[src/design/ritoa_pkg.sv]
// ----------------------------------------------------------------------------
// ritoa_pkg
// Shared types, constants and the digit-to-character map of the radix
// integer-to-ASCII converter.
// ----------------------------------------------------------------------------
package ritoa_pkg;

  localparam int unsigned ValueWidthDef = 64;
  localparam int unsigned QueueDepth    = 2;

  localparam logic [5:0] RadixMin = 6'd2;
  localparam logic [5:0] RadixMax = 6'd36;
  localparam logic [5:0] RadixDec = 6'd10;

  localparam logic [6:0] CharMinus = 7'h2D;
  localparam logic [6:0] CharZero  = 7'h30;
  localparam logic [6:0] CharNine  = 7'h39;
  localparam logic [6:0] CharLowA  = 7'h61;
  localparam logic [6:0] CharLowZ  = 7'h7A;

  typedef struct packed {
    logic [63:0] value;
    logic [5:0]  radix;
    logic        signed_mode;
  } in_item_t;

  typedef struct packed {
    logic [6:0] digit_char;
    logic       last;
    logic       empty_res;
  } out_item_t;

  typedef struct packed {
    logic       bad_radix;
    logic       neg_dec;
    logic [5:0] radix;
  } job_ctrl_t;

  function automatic logic [6:0] digit_to_char(input logic [5:0] digit);
    logic [6:0] ch;
    if (digit < 6'd10) begin
      ch = CharZero + {1'b0, digit};
    end else begin
      ch = CharLowA + {1'b0, digit} - 7'd10;
    end
    return ch;
  endfunction

endpackage

[src/design/ritoa_front.sv]
// ----------------------------------------------------------------------------
// ritoa_front
// Classifies an incoming item: radix check, sign handling and magnitude
// extraction for the conversion engine.
// ----------------------------------------------------------------------------
module ritoa_front
  import ritoa_pkg::*;
#(
  parameter int unsigned VALUE_WIDTH = ValueWidthDef
) (
  input  in_item_t               item_i,
  output job_ctrl_t              job_ctrl_o,
  output logic [VALUE_WIDTH-1:0] job_mag_o
);

  logic [31:0] low;
  logic        neg;
  logic [31:0] mag32;

  always_comb begin
    low   = item_i.value[31:0];
    neg   = item_i.signed_mode & low[31];
    mag32 = neg ? (32'd0 - low) : low;

    job_ctrl_o.bad_radix = (item_i.radix < RadixMin) || (item_i.radix > RadixMax);
    job_ctrl_o.neg_dec   = neg && (item_i.radix == RadixDec);
    job_ctrl_o.radix     = item_i.radix;

    job_mag_o = item_i.signed_mode ? VALUE_WIDTH'(mag32) : item_i.value[VALUE_WIDTH-1:0];
  end

endmodule

[src/design/ritoa_fifo.sv]
// ----------------------------------------------------------------------------
// ritoa_fifo
// Short job queue between the classifier and the conversion engine.
// ----------------------------------------------------------------------------
module ritoa_fifo #(
  parameter int unsigned DATA_W = 8,
  parameter int unsigned DEPTH  = 2
) (
  input  logic              clk_i,
  input  logic              rst_ni,
  input  logic              push_i,
  input  logic [DATA_W-1:0] data_i,
  output logic              full_o,
  output logic              valid_o,
  output logic [DATA_W-1:0] data_o,
  input  logic              pop_i
);

  localparam int unsigned PtrW = (DEPTH > 1) ? $clog2(DEPTH) : 1;
  localparam int unsigned CntW = $clog2(DEPTH + 1);

  logic [DATA_W-1:0] slot_q [DEPTH];
  logic [PtrW-1:0]   wr_ptr_q, wr_ptr_d;
  logic [PtrW-1:0]   rd_ptr_q, rd_ptr_d;
  logic [CntW-1:0]   cnt_q, cnt_d;
  logic              do_push;
  logic              do_pop;

  assign full_o  = (cnt_q == CntW'(DEPTH));
  assign valid_o = (cnt_q != '0);
  assign data_o  = slot_q[rd_ptr_q];
  assign do_push = push_i && !full_o;
  assign do_pop  = pop_i && valid_o;

  always_comb begin
    wr_ptr_d = wr_ptr_q;
    rd_ptr_d = rd_ptr_q;
    cnt_d    = cnt_q;
    if (do_push) begin
      wr_ptr_d = (wr_ptr_q == PtrW'(DEPTH - 1)) ? '0 : wr_ptr_q + 1'b1;
    end
    if (do_pop) begin
      rd_ptr_d = (rd_ptr_q == PtrW'(DEPTH - 1)) ? '0 : rd_ptr_q + 1'b1;
    end
    if (do_push && !do_pop) begin
      cnt_d = cnt_q + 1'b1;
    end else if (do_pop && !do_push) begin
      cnt_d = cnt_q - 1'b1;
    end
  end

  always_ff @(posedge clk_i or negedge rst_ni) begin
    if (!rst_ni) begin
      wr_ptr_q <= '0;
      rd_ptr_q <= '0;
      cnt_q    <= '0;
    end else begin
      wr_ptr_q <= wr_ptr_d;
      rd_ptr_q <= rd_ptr_d;
      cnt_q    <= cnt_d;
    end
  end

  always_ff @(posedge clk_i) begin
    if (do_push) begin
      slot_q[wr_ptr_q] <= data_i;
    end
  end

endmodule

[src/design/ritoa_back.sv]
// ----------------------------------------------------------------------------
// ritoa_back
// Conversion engine: shared restoring divider producing one remainder digit
// per pass, digit stack, and character emission through an output register.
// ----------------------------------------------------------------------------
module ritoa_back
  import ritoa_pkg::*;
#(
  parameter int unsigned VALUE_WIDTH = ValueWidthDef
) (
  input  logic                   clk_i,
  input  logic                   rst_ni,
  input  logic                   job_valid_i,
  input  job_ctrl_t              job_ctrl_i,
  input  logic [VALUE_WIDTH-1:0] job_mag_i,
  output logic                   job_pop_o,
  output logic                   out_valid_o,
  input  logic                   out_stall_i,
  output out_item_t              out_item_o
);

  localparam int unsigned DivBits  = 4;
  localparam int unsigned DivW     = ((VALUE_WIDTH + DivBits - 1) / DivBits) * DivBits;
  localparam int unsigned NumSteps = DivW / DivBits;
  localparam int unsigned StepW    = $clog2(NumSteps);
  localparam int unsigned AddrW    = $clog2(VALUE_WIDTH);
  localparam int unsigned CntW     = $clog2(VALUE_WIDTH + 1);

  typedef enum logic [2:0] {
    StIdle,
    StDiv,
    StRead,
    StChar,
    StPut
  } state_e;

  state_e            state_q;
  state_e            ret_q;
  logic [DivW-1:0]   mag_q;
  logic [DivW-1:0]   mag_d;
  logic [5:0]        radix_q;
  logic              neg_dec_q;
  logic [StepW-1:0]  step_q;
  logic [CntW-1:0]   cnt_q;
  logic [CntW-1:0]   cnt_dec;
  logic [5:0]        rem_q;
  logic [5:0]        rem_d;
  logic [5:0]        rd_q;
  out_item_t         pend_q;
  out_item_t         out_q;
  logic              out_valid_q;
  logic [DivBits-1:0] quot;
  logic              step_last;
  logic              quot_zero;
  logic              cnt_full;
  logic [AddrW-1:0]  wr_addr;
  logic [AddrW-1:0]  rd_addr;

  logic [5:0] stack_mem [VALUE_WIDTH];

  always_comb begin
    logic [6:0] trial;
    rem_d = rem_q;
    quot  = '0;
    for (int k = 0; k < DivBits; k++) begin
      trial = {rem_d, mag_q[DivW-1-k]};
      if (trial >= {1'b0, radix_q}) begin
        trial               = trial - {1'b0, radix_q};
        quot[DivBits-1-k]   = 1'b1;
      end
      rem_d = trial[5:0];
    end
    mag_d = {mag_q[DivW-DivBits-1:0], quot};
  end

  assign step_last = (step_q == StepW'(NumSteps - 1));
  assign quot_zero = (mag_d == '0);
  assign cnt_full  = (cnt_q == CntW'(VALUE_WIDTH - 1));
  assign cnt_dec   = cnt_q - 1'b1;
  assign wr_addr   = cnt_q[AddrW-1:0];
  assign rd_addr   = cnt_dec[AddrW-1:0];

  assign job_pop_o   = (state_q == StIdle) && job_valid_i;
  assign out_valid_o = out_valid_q;
  assign out_item_o  = out_q;

  always_ff @(posedge clk_i) begin
    if (state_q == StDiv && step_last) begin
      stack_mem[wr_addr] <= rem_d;
    end
    if (state_q == StRead) begin
      rd_q <= stack_mem[rd_addr];
    end
  end

  always_ff @(posedge clk_i or negedge rst_ni) begin
    if (!rst_ni) begin
      state_q     <= StIdle;
      ret_q       <= StIdle;
      step_q      <= '0;
      cnt_q       <= '0;
      out_valid_q <= 1'b0;
    end else begin
      if (out_valid_q && !out_stall_i && state_q != StPut) begin
        out_valid_q <= 1'b0;
      end
      unique case (state_q)
        StIdle: begin
          if (job_valid_i) begin
            radix_q   <= job_ctrl_i.radix;
            neg_dec_q <= job_ctrl_i.neg_dec;
            mag_q     <= DivW'(job_mag_i);
            rem_q     <= '0;
            step_q    <= '0;
            cnt_q     <= '0;
            if (job_ctrl_i.bad_radix) begin
              pend_q.digit_char <= '0;
              pend_q.last       <= 1'b1;
              pend_q.empty_res  <= 1'b1;
              ret_q             <= StIdle;
              state_q           <= StPut;
            end else begin
              state_q <= StDiv;
            end
          end
        end
        StDiv: begin
          mag_q <= mag_d;
          if (step_last) begin
            rem_q  <= '0;
            step_q <= '0;
            cnt_q  <= cnt_q + 1'b1;
            if (quot_zero || cnt_full) begin
              if (neg_dec_q) begin
                pend_q.digit_char <= CharMinus;
                pend_q.last       <= 1'b0;
                pend_q.empty_res  <= 1'b0;
                ret_q             <= StRead;
                state_q           <= StPut;
              end else begin
                state_q <= StRead;
              end
            end
          end else begin
            rem_q  <= rem_d;
            step_q <= step_q + 1'b1;
          end
        end
        StRead: begin
          state_q <= StChar;
        end
        StChar: begin
          pend_q.digit_char <= digit_to_char(rd_q);
          pend_q.last       <= (cnt_q == CntW'(1));
          pend_q.empty_res  <= 1'b0;
          cnt_q             <= cnt_dec;
          ret_q             <= (cnt_q == CntW'(1)) ? StIdle : StRead;
          state_q           <= StPut;
        end
        StPut: begin
          if (!out_valid_q || !out_stall_i) begin
            out_q       <= pend_q;
            out_valid_q <= 1'b1;
            state_q     <= ret_q;
          end
        end
        default: begin
          state_q <= StIdle;
        end
      endcase
    end
  end

endmodule

[src/design/radix_integer_to_ascii_core.sv]
// ----------------------------------------------------------------------------
// radix_integer_to_ascii_core
// Converts an integer to lower-case ASCII digits in radix 2 to 36, most
// significant first, with a leading minus sign for negative base-10 values.
// ----------------------------------------------------------------------------
// Each item yields one character per digit (plus '-' for a negative signed
// base-10 value); an invalid radix yields a single item flagged empty_res.
// Digits come from a shared restoring divider that retires 4 quotient bits
// per cycle, and characters then leave through a single-port digit stack:
// each is read, mapped to its ASCII code and put in the output register.
// A two-entry queue lets new items be accepted while a conversion is in
// progress.
// ----------------------------------------------------------------------------
module radix_integer_to_ascii_core
  import ritoa_pkg::*;
#(
  parameter int unsigned VALUE_WIDTH = ValueWidthDef
) (
  input  logic      clk_i,
  input  logic      rst_ni,
  input  logic      in_valid_i,
  output logic      in_stall_o,
  input  in_item_t  in_item_i,
  output logic      out_valid_o,
  input  logic      out_stall_i,
  output out_item_t out_item_o
);

  localparam int unsigned CtrlW = $bits(job_ctrl_t);
  localparam int unsigned JobW  = CtrlW + VALUE_WIDTH;

  job_ctrl_t              front_ctrl;
  logic [VALUE_WIDTH-1:0] front_mag;
  logic                   q_full;
  logic                   q_valid;
  logic [JobW-1:0]        q_data;
  logic                   q_pop;
  job_ctrl_t              back_ctrl;
  logic [VALUE_WIDTH-1:0] back_mag;

  ritoa_front #(
    .VALUE_WIDTH(VALUE_WIDTH)
  ) u_front (
    .item_i    (in_item_i),
    .job_ctrl_o(front_ctrl),
    .job_mag_o (front_mag)
  );

  ritoa_fifo #(
    .DATA_W(JobW),
    .DEPTH (QueueDepth)
  ) u_queue (
    .clk_i  (clk_i),
    .rst_ni (rst_ni),
    .push_i (in_valid_i),
    .data_i ({front_ctrl, front_mag}),
    .full_o (q_full),
    .valid_o(q_valid),
    .data_o (q_data),
    .pop_i  (q_pop)
  );

  assign in_stall_o = q_full;
  assign back_ctrl  = q_data[JobW-1 -: CtrlW];
  assign back_mag   = q_data[VALUE_WIDTH-1:0];

  ritoa_back #(
    .VALUE_WIDTH(VALUE_WIDTH)
  ) u_back (
    .clk_i      (clk_i),
    .rst_ni     (rst_ni),
    .job_valid_i(q_valid),
    .job_ctrl_i (back_ctrl),
    .job_mag_i  (back_mag),
    .job_pop_o  (q_pop),
    .out_valid_o(out_valid_o),
    .out_stall_i(out_stall_i),
    .out_item_o (out_item_o)
  );

endmodule

[config.mk]
export PLATFORM = sky130hd
export DESIGN_NAME = radix_integer_to_ascii_core
export DESIGN_NICKNAME = d
export VERILOG_FILES = /design/src/design/ritoa_pkg.sv /design/src/design/ritoa_front.sv /design/src/design/ritoa_fifo.sv /design/src/design/ritoa_back.sv /design/src/design/radix_integer_to_ascii_core.sv
export SDC_FILE = /design/constraint.sdc
export NUM_CORES = 1
export LEC_CHECK = 0
export ABC_CLOCK_PERIOD_IN_PS = 11100
export BUFFER_PORTS_ARGS = -buffer_cell sky130_fd_sc_hd__buf_2
export CORE_ASPECT_RATIO = 0.75
export CORE_UTILIZATION = 65
export CTS_BUF_LIST = sky130_fd_sc_hd__clkbuf_2
export DETAILED_ROUTE_END_ITERATION = 16
export MAX_ROUTING_LAYER = met4
export PLACE_DENSITY = 0.8
export SLEW_MARGIN = 20
export SYNTH_ARGS = -nofsm -noshare
export SYNTH_HDL_FRONTEND = slang
export SYNTH_HIERARCHICAL = 1
export SYNTH_SLANG_ARGS = --single-unit
[constraint.sdc]
create_clock -name clk_i -period 11.1 [get_ports clk_i]
set_input_delay 2.775 -clock clk_i [delete_from_list [all_inputs] [get_ports clk_i]]
set_output_delay 2.775 -clock clk_i [all_outputs]
set_load 0.05 [all_outputs]
==> results of run 1 <==
[per-layer routing]
| metal | vias to the layer above | global-route usage |
|---|---|---|
| met1 | 8127 | 0.413 |
| met5 | - | - |
| met2 | 852 | 0.383 |
| li1 | 7357 | - |
| met3 | 93 | 0.0901 |
| met4 | 0 | 0.0673 |
[state kept, by name (all words and copies together), names as in the netlist]
name / flops
u_back/mag_q: 64
u_back/out_valid_o: 1
u_back/radix_q: 6
u_back/out_item_o: 9
u_back/stack_mem: 384
u_back/cnt_q: 7
u_back/rd_q: 6
u_queue/slot_q: 144
u_back/neg_dec_q: 1
u_queue/wr_ptr_q: 1
u_queue/cnt_q: 2
u_back/ret_q: 1
u_back/step_q: 4
u_back/pend_q: 9
u_back/rem_q: 6
u_queue/rd_ptr_q: 1
u_back/state_q: 3
[worst paths after layout]
kind,from,to,slack (ns)
max in group asynchronous,rst_ni,u_back/cnt_q[0],9.11
max reg2reg,u_back/radix_q[1],u_back/stack_mem[13][0],1.62
min,u_back/pend_q[5],u_back/out_item_o[5],0.43
min reg2reg,u_back/pend_q[5],u_back/out_item_o[5],0.43
min in group asynchronous,rst_ni,u_back/cnt_q[5],1.67
max,u_back/radix_q[1],u_back/stack_mem[13][0],1.62
[through the flow]
step | hold slack (ns) | setup slack [ns] | cell area [um2] | utilization | std cells
6_report | 0.427 | 1.62 | 30800 | 0.711 | 2650
3_3_place_gp | 0.402 | 1.67 | 29500 | 0.680 | 2401
2_1_floorplan | 0.400 | 1.81 | 28600 | - | 1814
5_1_grt | 0.437 | 0.895 | 30800 | 0.711 | 2650
3_5_place_dp | 0.407 | 1.42 | 29500 | 0.681 | 2402
4_1_cts | 0.426 | 1.33 | 30800 | 0.710 | 2647
[critical path, delay by kind of cell (launching register included)]
kind                       cells  cell delay (ns)
muxes                          3             1.22
DFF                            1             0.56
AOI/OAI and AO/OA             13             3.56
buffers and inverters          3             0.91
and+or+nand+nor                7             1.59
adders and majority gates      4             1.25
[Yosys cell counts, types with 6 or more instances]
library cell / instances / area [um2]
nor2_1: 109 / 409
nand3_1: 20 / 100
buf_4: 8 / 60.1
nand2_1: 226 / 848
or3_1: 16 / 100
nand2b_1: 6 / 37.5
edfxtp_1: 629 / 18900
o31ai_1: 12 / 90.1
mux4_2: 96 / 2160
buf_1: 13 / 48.8
ha_1: 34 / 425
nand3b_1: 7 / 52.6
nor3_1: 24 / 120
a21oi_1: 53 / 265
nand4_1: 12 / 75.1
and2_1: 8 / 50.1
dfrtp_1: 20 / 500
mux2i_1: 31 / 310
clkbuf_1: 60 / 225
xnor2_1: 36 / 315
o21ai_0: 30 / 150
a211oi_1: 48 / 360
mux2_4: 69 / 1040
mux2_2: 13 / 146
nor4_1: 21 / 131
nor2b_1: 64 / 400
buf_12: 7 / 140
xor2_1: 14 / 123
o21ai_1: 7 / 35.0
inv_1: 36 / 135
[logic make-up (layout without fill, tap and decap cells)]
family          Yosys count  in the layout  share of synthesized area
flops                   649            649                      0.678
simple gates            537            537                     0.0902
mux                     210            210                      0.129
compound gates          199            199                     0.0476
buf+inv                 131            387                     0.0227
xor+xnor                 50             50                     0.0153
fa+ha+maj                38             38                     0.0177
other cells               0              2                          0
[layout make-up]
cell class | count | area share
sequential | 649 | 0.629
timing repair buffer | 104 | 0.0194
multi-input combinational | 1034 | 0.282
antenna | 2 | 0.000162
clock buffer | 204 | 0.0331
clock inverter | 41 | 0.00804
inverter | 38 | 0.00463
tap | 578 | 0.0235
==> flow_metrics.py, run 1 <==
metrics = {
    "clock_tree": {
        "cts_tree": "built",
        "cts_resized": 0,
        "ctsHoldBuffers": 0,
        "clk_pin_slew_ns": 0.10,
        "numCtsBuffers": 147,
        "cts_max_level": 4,
        "root_buffer": "clkbuf_2",
        "cts_setup_buffers": 0,
        "clk_latency_ns": 1.10,
        "clockBufferDepth": 3,
        "cts_sinks": 649,
    },
    "timing": {
        "fin_crit_ns": 9.48,
        "rsz0062_at_grt": "no",
        "setup_tns_ns": 0,
        "finalSetupViolations": 0,
        "final_hold_viol_count": 0,
        "post-route-period-util": 0.854,
        "tightest_slew_ns": 1.05,
        "fin_worst_skew_ns": 0.0826,
        "drv_slew": 0,
        "fmax_mhz": 106,
        "timing.slew.headroom": 0.301,
    },
    "synth": {
        "synth.distinct_cells": 72,
        "syn_area_per_cell_um2": 15.8,
        "synthesis.area_um2": 28600,
        "synth-edff-count": 629,
        "synth_seq_area_share": 0.678,
        "syn_inst": 1814,
        "synthFlopType": "edfxtp_1",
        "synth_nets": 1927,
        "yosysWarnings": 6,
        "synthArstFlopShare": 0.0308,
        "ys_ff_latch": 649,
    },
    "route": {
        "ant_nets": 0,
        "drt-initial-drc-count": 1887,
        "route.met2.wl_mm": 26.2,
        "wl_met3_mm": 6.39,
        "drc": 0,
        "wl_met1_mm": 26.1,
        "finalWirelength_mm": 59.5,
        "dr.pass1.iters": 5,
        "vias": 16400,
        "wire_per_inst_um": 22.4,
        "routed.top_layer": "met4",
        "vias_per_cell": 6.20,
    },
    "worst_setup_path": {
        "arrival_ns": 10.20,
        "cp.required_ns": 11.83,
        "cp_max_fo": 64,
        "endpoint_kind": "register",
        "slowest_delay_ns": 0.59,
        "cpMostUsedCell": "ha_1",
        "critical_path.startpoint_type": "register",
        "crit_type": "register to register",
        "ff2ff_path_depth": 30,
        "slowest_stage": "buf_4",
    },
    "finish": {
        "final_nets": 2087,
        "fill_cells": 2791,
        "final_common_cell": "edfxtp_1",
        "final_cell_mix": "edfxtp_1, nand2_1, clkbuf_2",
        "area.sequential_um2": 19400,
        "layout-drive-gt1-share": 0.260,
        "multi_input_area_um2": 8690,
        "area.growth.synth_to_final_pct": 7.77,
    },
    "run_status": {
        "outcome": "completed",
    },
    "placed_design": {
        "gp_congestion": 0.872,
        "io_buffers": 85,
        "dp_hpwl_mm": 38.1,
    },
    "global_route": {
        "gr-total-overflow": 0,
        "grt_usage": 0.281,
        "grt_max_degree": 73,
        "grt_antenna_before_repair": 2,
        "grt_first_pass_wirelength_mm": 91.7,
        "grt_pass1_vias": 16200,
    },
    "worst_hold_path": {
        "min_path_type": "register to register",
        "worstHoldPathCells": 0,
    },
    "die": {
        "initial_core_util": 0.660,
        "core_um2": 43400,
        "die_w_um": 244,
        "num_rows": 66,
        "io_pins": 86,
        "dieArea_um2": 44800,
        "die_y_um": 184,
    },
    "job": {
        "cap_violations": 0,
    },
}
Power of run 1 is left out: the tool's default activity adds up to more than one toggle a clock period on the data nets, which glitch-free logic cannot reach.
==> run 2, diff against run 1 <==
CELL_PAD_IN_SITES_DETAIL_PLACEMENT = 1   (was default)
CELL_PAD_IN_SITES_GLOBAL_PLACEMENT = 1   (was default)
CORE_UTILIZATION = 55   (was 65)
PLACE_DENSITY = 0.79   (was 0.8)
==> flow_metrics.py, run 2 (same netlist as run 1, synthesis figures left out) <==
metrics = {
    "clock_tree": {
        "cts_resized": 0,
        "clockBufferDepth": 3,
        "root_buffer": "clkbuf_2",
        "cts_tree": "built",
        "clk_latency_ns": 1.19,
        "numCtsBuffers": 153,
        "ctsHoldBuffers": 0,
        "clk_pin_slew_ns": 0.10,
        "cts_setup_buffers": 0,
        "cts_max_level": 4,
        "cts_sinks": 649,
    },
    "finish": {
        "area.growth.synth_to_final_pct": 8.26,
        "fill_cells": 4820,
        "layout.cells.non_filler": 2775,
        "final_common_cell": "edfxtp_1",
        "top_register": "u_back/stack_mem",
        "final_cell_mix": "edfxtp_1, nand2_1, clkbuf_2",
        "top_regs": "u_back/stack_mem (384), u_queue/slot_q (144), u_back/mag_q (64)",
        "final_nets": 2090,
        "layout-drive-gt1-share": 0.266,
        "largest_register_ffs": 384,
    },
    "timing": {
        "final_hold_viol_count": 0,
        "fin_crit_ns": 10.14,
        "setup_tns_ns": 0,
        "fmax_mhz": 98.6,
        "post-route-period-util": 0.914,
        "finalSetupViolations": 0,
        "rsz0062_at_grt": "no",
        "tightest_slew_ns": 1.20,
        "hold_slack_ns": 0.425,
        "drv_slew": 0,
        "fin_worst_skew_ns": 0.0819,
        "timing.slew.headroom": 0.191,
    },
    "worst_hold_path": {
        "min_path_type": "register to register",
        "worstHoldStart": "u_back/pend_q[0]",
        "worstHoldPathCells": 0,
        "min_to": "u_back/out_item_o[0]",
    },
    "route": {
        "dr.pass1.iters": 5,
        "drt-initial-drc-count": 1692,
        "vias_per_cell": 6.03,
        "vias": 16700,
        "ant_nets": 0,
        "wire_per_inst_um": 25.1,
        "finalWirelength_mm": 69.6,
        "drc": 0,
    },
    "worst_setup_path": {
        "critical_path.startpoint_type": "register",
        "cp_max_fo": 36,
        "endpoint_kind": "register",
        "reg2reg_slack_ns": 0.96,
        "slowest_delay_ns": 0.82,
        "crit_path_start": "u_back/radix_q[1]",
        "r2r-end": "u_back/stack_mem[24][0]",
        "r2r_start": "u_back/radix_q[1]",
        "slowest_stage": "a21oi_4",
        "ff2ff_path_depth": 30,
        "crit_type": "register to register",
        "arrival_ns": 11.02,
        "cpMostUsedCell": "ha_1",
        "cp.required_ns": 11.98,
    },
    "placed_design": {
        "io_buffers": 85,
        "gp_congestion": 0.841,
        "dp_hpwl_mm": 46.2,
        "dp_cells": 2515,
    },
    "global_route": {
        "use_met2": 0.404,
        "grt_util_met3": 0.0569,
        "grt_first_pass_wirelength_mm": 106,
        "grt_max_degree": 73,
        "grt_pass1_vias": 17400,
        "grtUsageMet1": 0.406,
        "grt_antenna_before_repair": 2,
        "gr-total-overflow": 0,
        "grt_usage": 0.278,
        "busiest_layer": "met1",
    },
    "run_status": {
        "outcome": "completed",
    },
    "die": {
        "core_um2": 50700,
        "die_w_um": 265,
        "dieArea_um2": 52900,
        "die_y_um": 199,
        "initial_core_util": 0.564,
        "num_rows": 71,
        "io_pins": 86,
    },
    "job": {
        "cap_violations": 0,
    },
}
-- run 2: worst max-delay path, delay by kind of cell (launching register included) --
kind	cells	cell delay (ns)
mux	3	1.28
buf+inv	3	0.79
fa+ha+maj	4	1.24
flops	1	0.49
compound gates	13	4.34
simple gates	7	1.65
-- run 2: metrics by stage --
stage	cell area, um2	util	worst slack, ns
6_report	31000	0.610	0.959
5_1_grt	31000	0.610	0.418
4_1_cts	30900	0.609	1.12
3_5_place_dp	29600	0.584	1.21
3_3_place_gp	29600	0.584	1.62
2_1_floorplan	28600	-	1.81
-- run 2: area by class of cell --
cell class	instances	area [um2]	area share
sequential	649	19400	0.626
multi-input combinational	1034	8710	0.281
clock buffer	219	1100	0.0354
tap	693	867	0.0280
timing repair buffer	101	546	0.0176
clock inverter	35	190	0.00614
inverter	38	143	0.00461
antenna	6	15.0	0.000485
-- run 2: routing by layer --
metal,vias up,part of all wire
met3,75,0.073
met2,629,0.46
met5,-,0
met4,0,0.011
met1,8663,0.45
li1,7360,-
-- run 2: how the worst max path moves through the flow --
| stage | cells past startpoint | slack (ns) | to |
|---|---|---|---|
| 2_1_floorplan | 30 | 1.81 | u_back/stack_mem[0][0] |
| 3_3_place_gp | 30 | 1.62 | u_back/stack_mem[47][3] |
| 3_5_place_dp | 30 | 1.21 | u_back/stack_mem[54][0] |
| 4_1_cts | 30 | 1.12 | u_back/stack_mem[24][0] |
| 5_1_grt | 30 | 0.42 | u_back/stack_mem[31][0] |
| 6_report | 30 | 0.96 | u_back/stack_mem[24][0] |
Power of run 2 is left out for the same reason.
==> run 3, diff against run 2 <==
ABC_CLOCK_PERIOD_IN_PS = 8200   (was 11100)
CORE_UTILIZATION = 50   (was 55)
PLACE_DENSITY = 0.75   (was 0.79)
clock period = 8.2 ns   (was 11.1 ns; I/O delays follow)
==> flow_metrics.py, run 3 (same netlist as run 1, synthesis figures left out) <==
metrics = {
    "clock_tree": {
        "numCtsBuffers": 158,
        "clk_latency_ns": 1.33,
        "cts_tree": "built",
        "cts_sinks": 649,
        "root_buffer": "clkbuf_2",
        "clockBufferDepth": 3,
        "clk_pin_slew_ns": 0.11,
        "cts_max_level": 4,
    },
    "timing": {
        "final_hold_viol_count": 0,
        "fin_worst_skew_ns": 0.0841,
        "fin_crit_ns": 7.82,
        "setup_tns_ns": 0,
        "hold_slack_ns": 0.434,
        "tightest_slew_ns": 1.16,
        "timing.slew.headroom": 0.222,
        "drv_slew": 0,
        "rsz0062_at_grt": "no",
        "post-route-period-util": 0.954,
        "fmax_mhz": 128,
        "finalSetupViolations": 0,
    },
    "global_route": {
        "gr-total-overflow": 0,
        "grt_antenna_before_repair": 6,
        "grt_first_pass_wirelength_mm": 107,
        "grt_pass1_vias": 17800,
        "grt_max_degree": 73,
        "grt_usage": 0.256,
    },
    "route": {
        "vias_per_cell": 5.89,
        "ant_nets": 0,
        "drt-initial-drc-count": 1544,
        "vias": 16900,
        "wire_per_inst_um": 24.9,
        "finalWirelength_mm": 71.5,
        "drc": 0,
        "dr.pass1.iters": 7,
    },
    "die": {
        "core_um2": 56200,
        "die_w_um": 278,
        "io_pins": 86,
        "initial_core_util": 0.509,
        "num_rows": 75,
        "die_y_um": 209,
        "dieArea_um2": 58200,
    },
    "finish": {
        "fill_cells": 5431,
        "layout-drive-gt1-share": 0.285,
        "largest_register_ffs": 384,
        "final_common_cell": "edfxtp_1",
        "area.sequential_um2": 19400,
        "area.growth.synth_to_final_pct": 10.2,
        "multi_input_area_um2": 8700,
        "final_cell_mix": "edfxtp_1, nand2_1, clkbuf_2",
        "final_nets": 2138,
        "top_regs": "u_back/stack_mem (384), u_queue/slot_q (144), u_back/mag_q (64)",
        "top_register": "u_back/stack_mem",
        "final_util": 0.561,
    },
    "run_status": {
        "outcome": "completed",
    },
    "placed_design": {
        "gp_congestion": 0.896,
        "dp_hpwl_mm": 46.9,
        "io_buffers": 85,
    },
    "worst_setup_path": {
        "critical_path.startpoint_type": "register",
        "cp_max_fo": 25,
        "cpMostUsedCell": "buf_4",
        "crit_type": "register to register",
        "cp.required_ns": 9.20,
        "slowest_stage": "or3_4",
        "slowest_delay_ns": 0.44,
        "arrival_ns": 8.82,
        "endpoint_kind": "register",
    },
    "worst_hold_path": {
        "min_path_type": "register to register",
    },
    "job": {
        "cap_violations": 0,
    },
}
==> run 3: cell count changes in the layout (fill, tap and decap cells not counted), moves of 4 or more <==
cell	before	now
clkinv_2	2	7
buf_4	16	45
diode_2	6	10
buf_12	0	13
==> run 3: path summary, 6_finish.rpt <==
kind                       slack (ns)              start  cells after the start                 endpoint
hold / removal                   0.43   u_back/pend_q[4]                      0     u_back/out_item_o[4]
setup / recovery                 0.38  u_back/radix_q[2]                     33  u_back/stack_mem[26][3]
min in group asynchronous        0.77             rst_ni                      1         u_queue/wr_ptr_q
max in group asynchronous        6.84             rst_ni                      1          u_back/cnt_q[0]
hold reg to reg                  0.43   u_back/pend_q[4]                      0     u_back/out_item_o[4]
setup reg to reg                 0.38  u_back/radix_q[2]                     33  u_back/stack_mem[26][3]
==> run 3: repair_timing <==
| action | CTS | global route |
|---|---|---|
| resized for setup | 0 | 6 |
| hold buffers | 0 | 0 |
| endpoints found under the setup margin | 0 | 398 |
| buffers inserted | 0 | 8 |
==> run 3: worst max-delay path: cells and delay by family (launching register included) <==
family	cells	cell delay, ns
adder cells (fa/ha/maj)	4	1.30
AO/OA/AOI/OAI	13	2.09
buffers and inverters	9	1.52
AND/OR/NAND/NOR	4	1.16
multiplexers	3	1.02
flip-flops	1	0.39
==> run 3: layer usage <==
metal  vias to the layer above  part of all wire  global-route usage
li1                       7475                 -                   -
met1                      8744              0.46               0.361
met2                       568              0.45               0.367
met3                        99             0.071              0.0608
met4                         0             0.018              0.0817
met5                         -                 0                   -
==> run 3: layout make-up <==
| class | count | share of cell area |
|---|---|---|
| Sequential cell | 649 | 0.615 |
| Multi-Input combinational cell | 1035 | 0.276 |
| Clock buffer | 220 | 0.0349 |
| Timing Repair Buffer | 143 | 0.0325 |
| Tap cell | 731 | 0.0290 |
| Clock inverter | 43 | 0.00675 |
| Inverter | 38 | 0.00453 |
| Antenna cell | 10 | 0.000794 |
==> run 3: stage by stage <==
stage	worst slack [ns]	instances	cell area, um2
2_1_floorplan	0.0289	1814	28600
3_3_place_gp	0.373	2587	30000
3_5_place_dp	0.119	2587	30000
4_1_cts	0.0545	2850	31400
5_1_grt	0.0278	2869	31500
6_report	0.376	2869	31500
Power of run 3 is left out for the same reason.
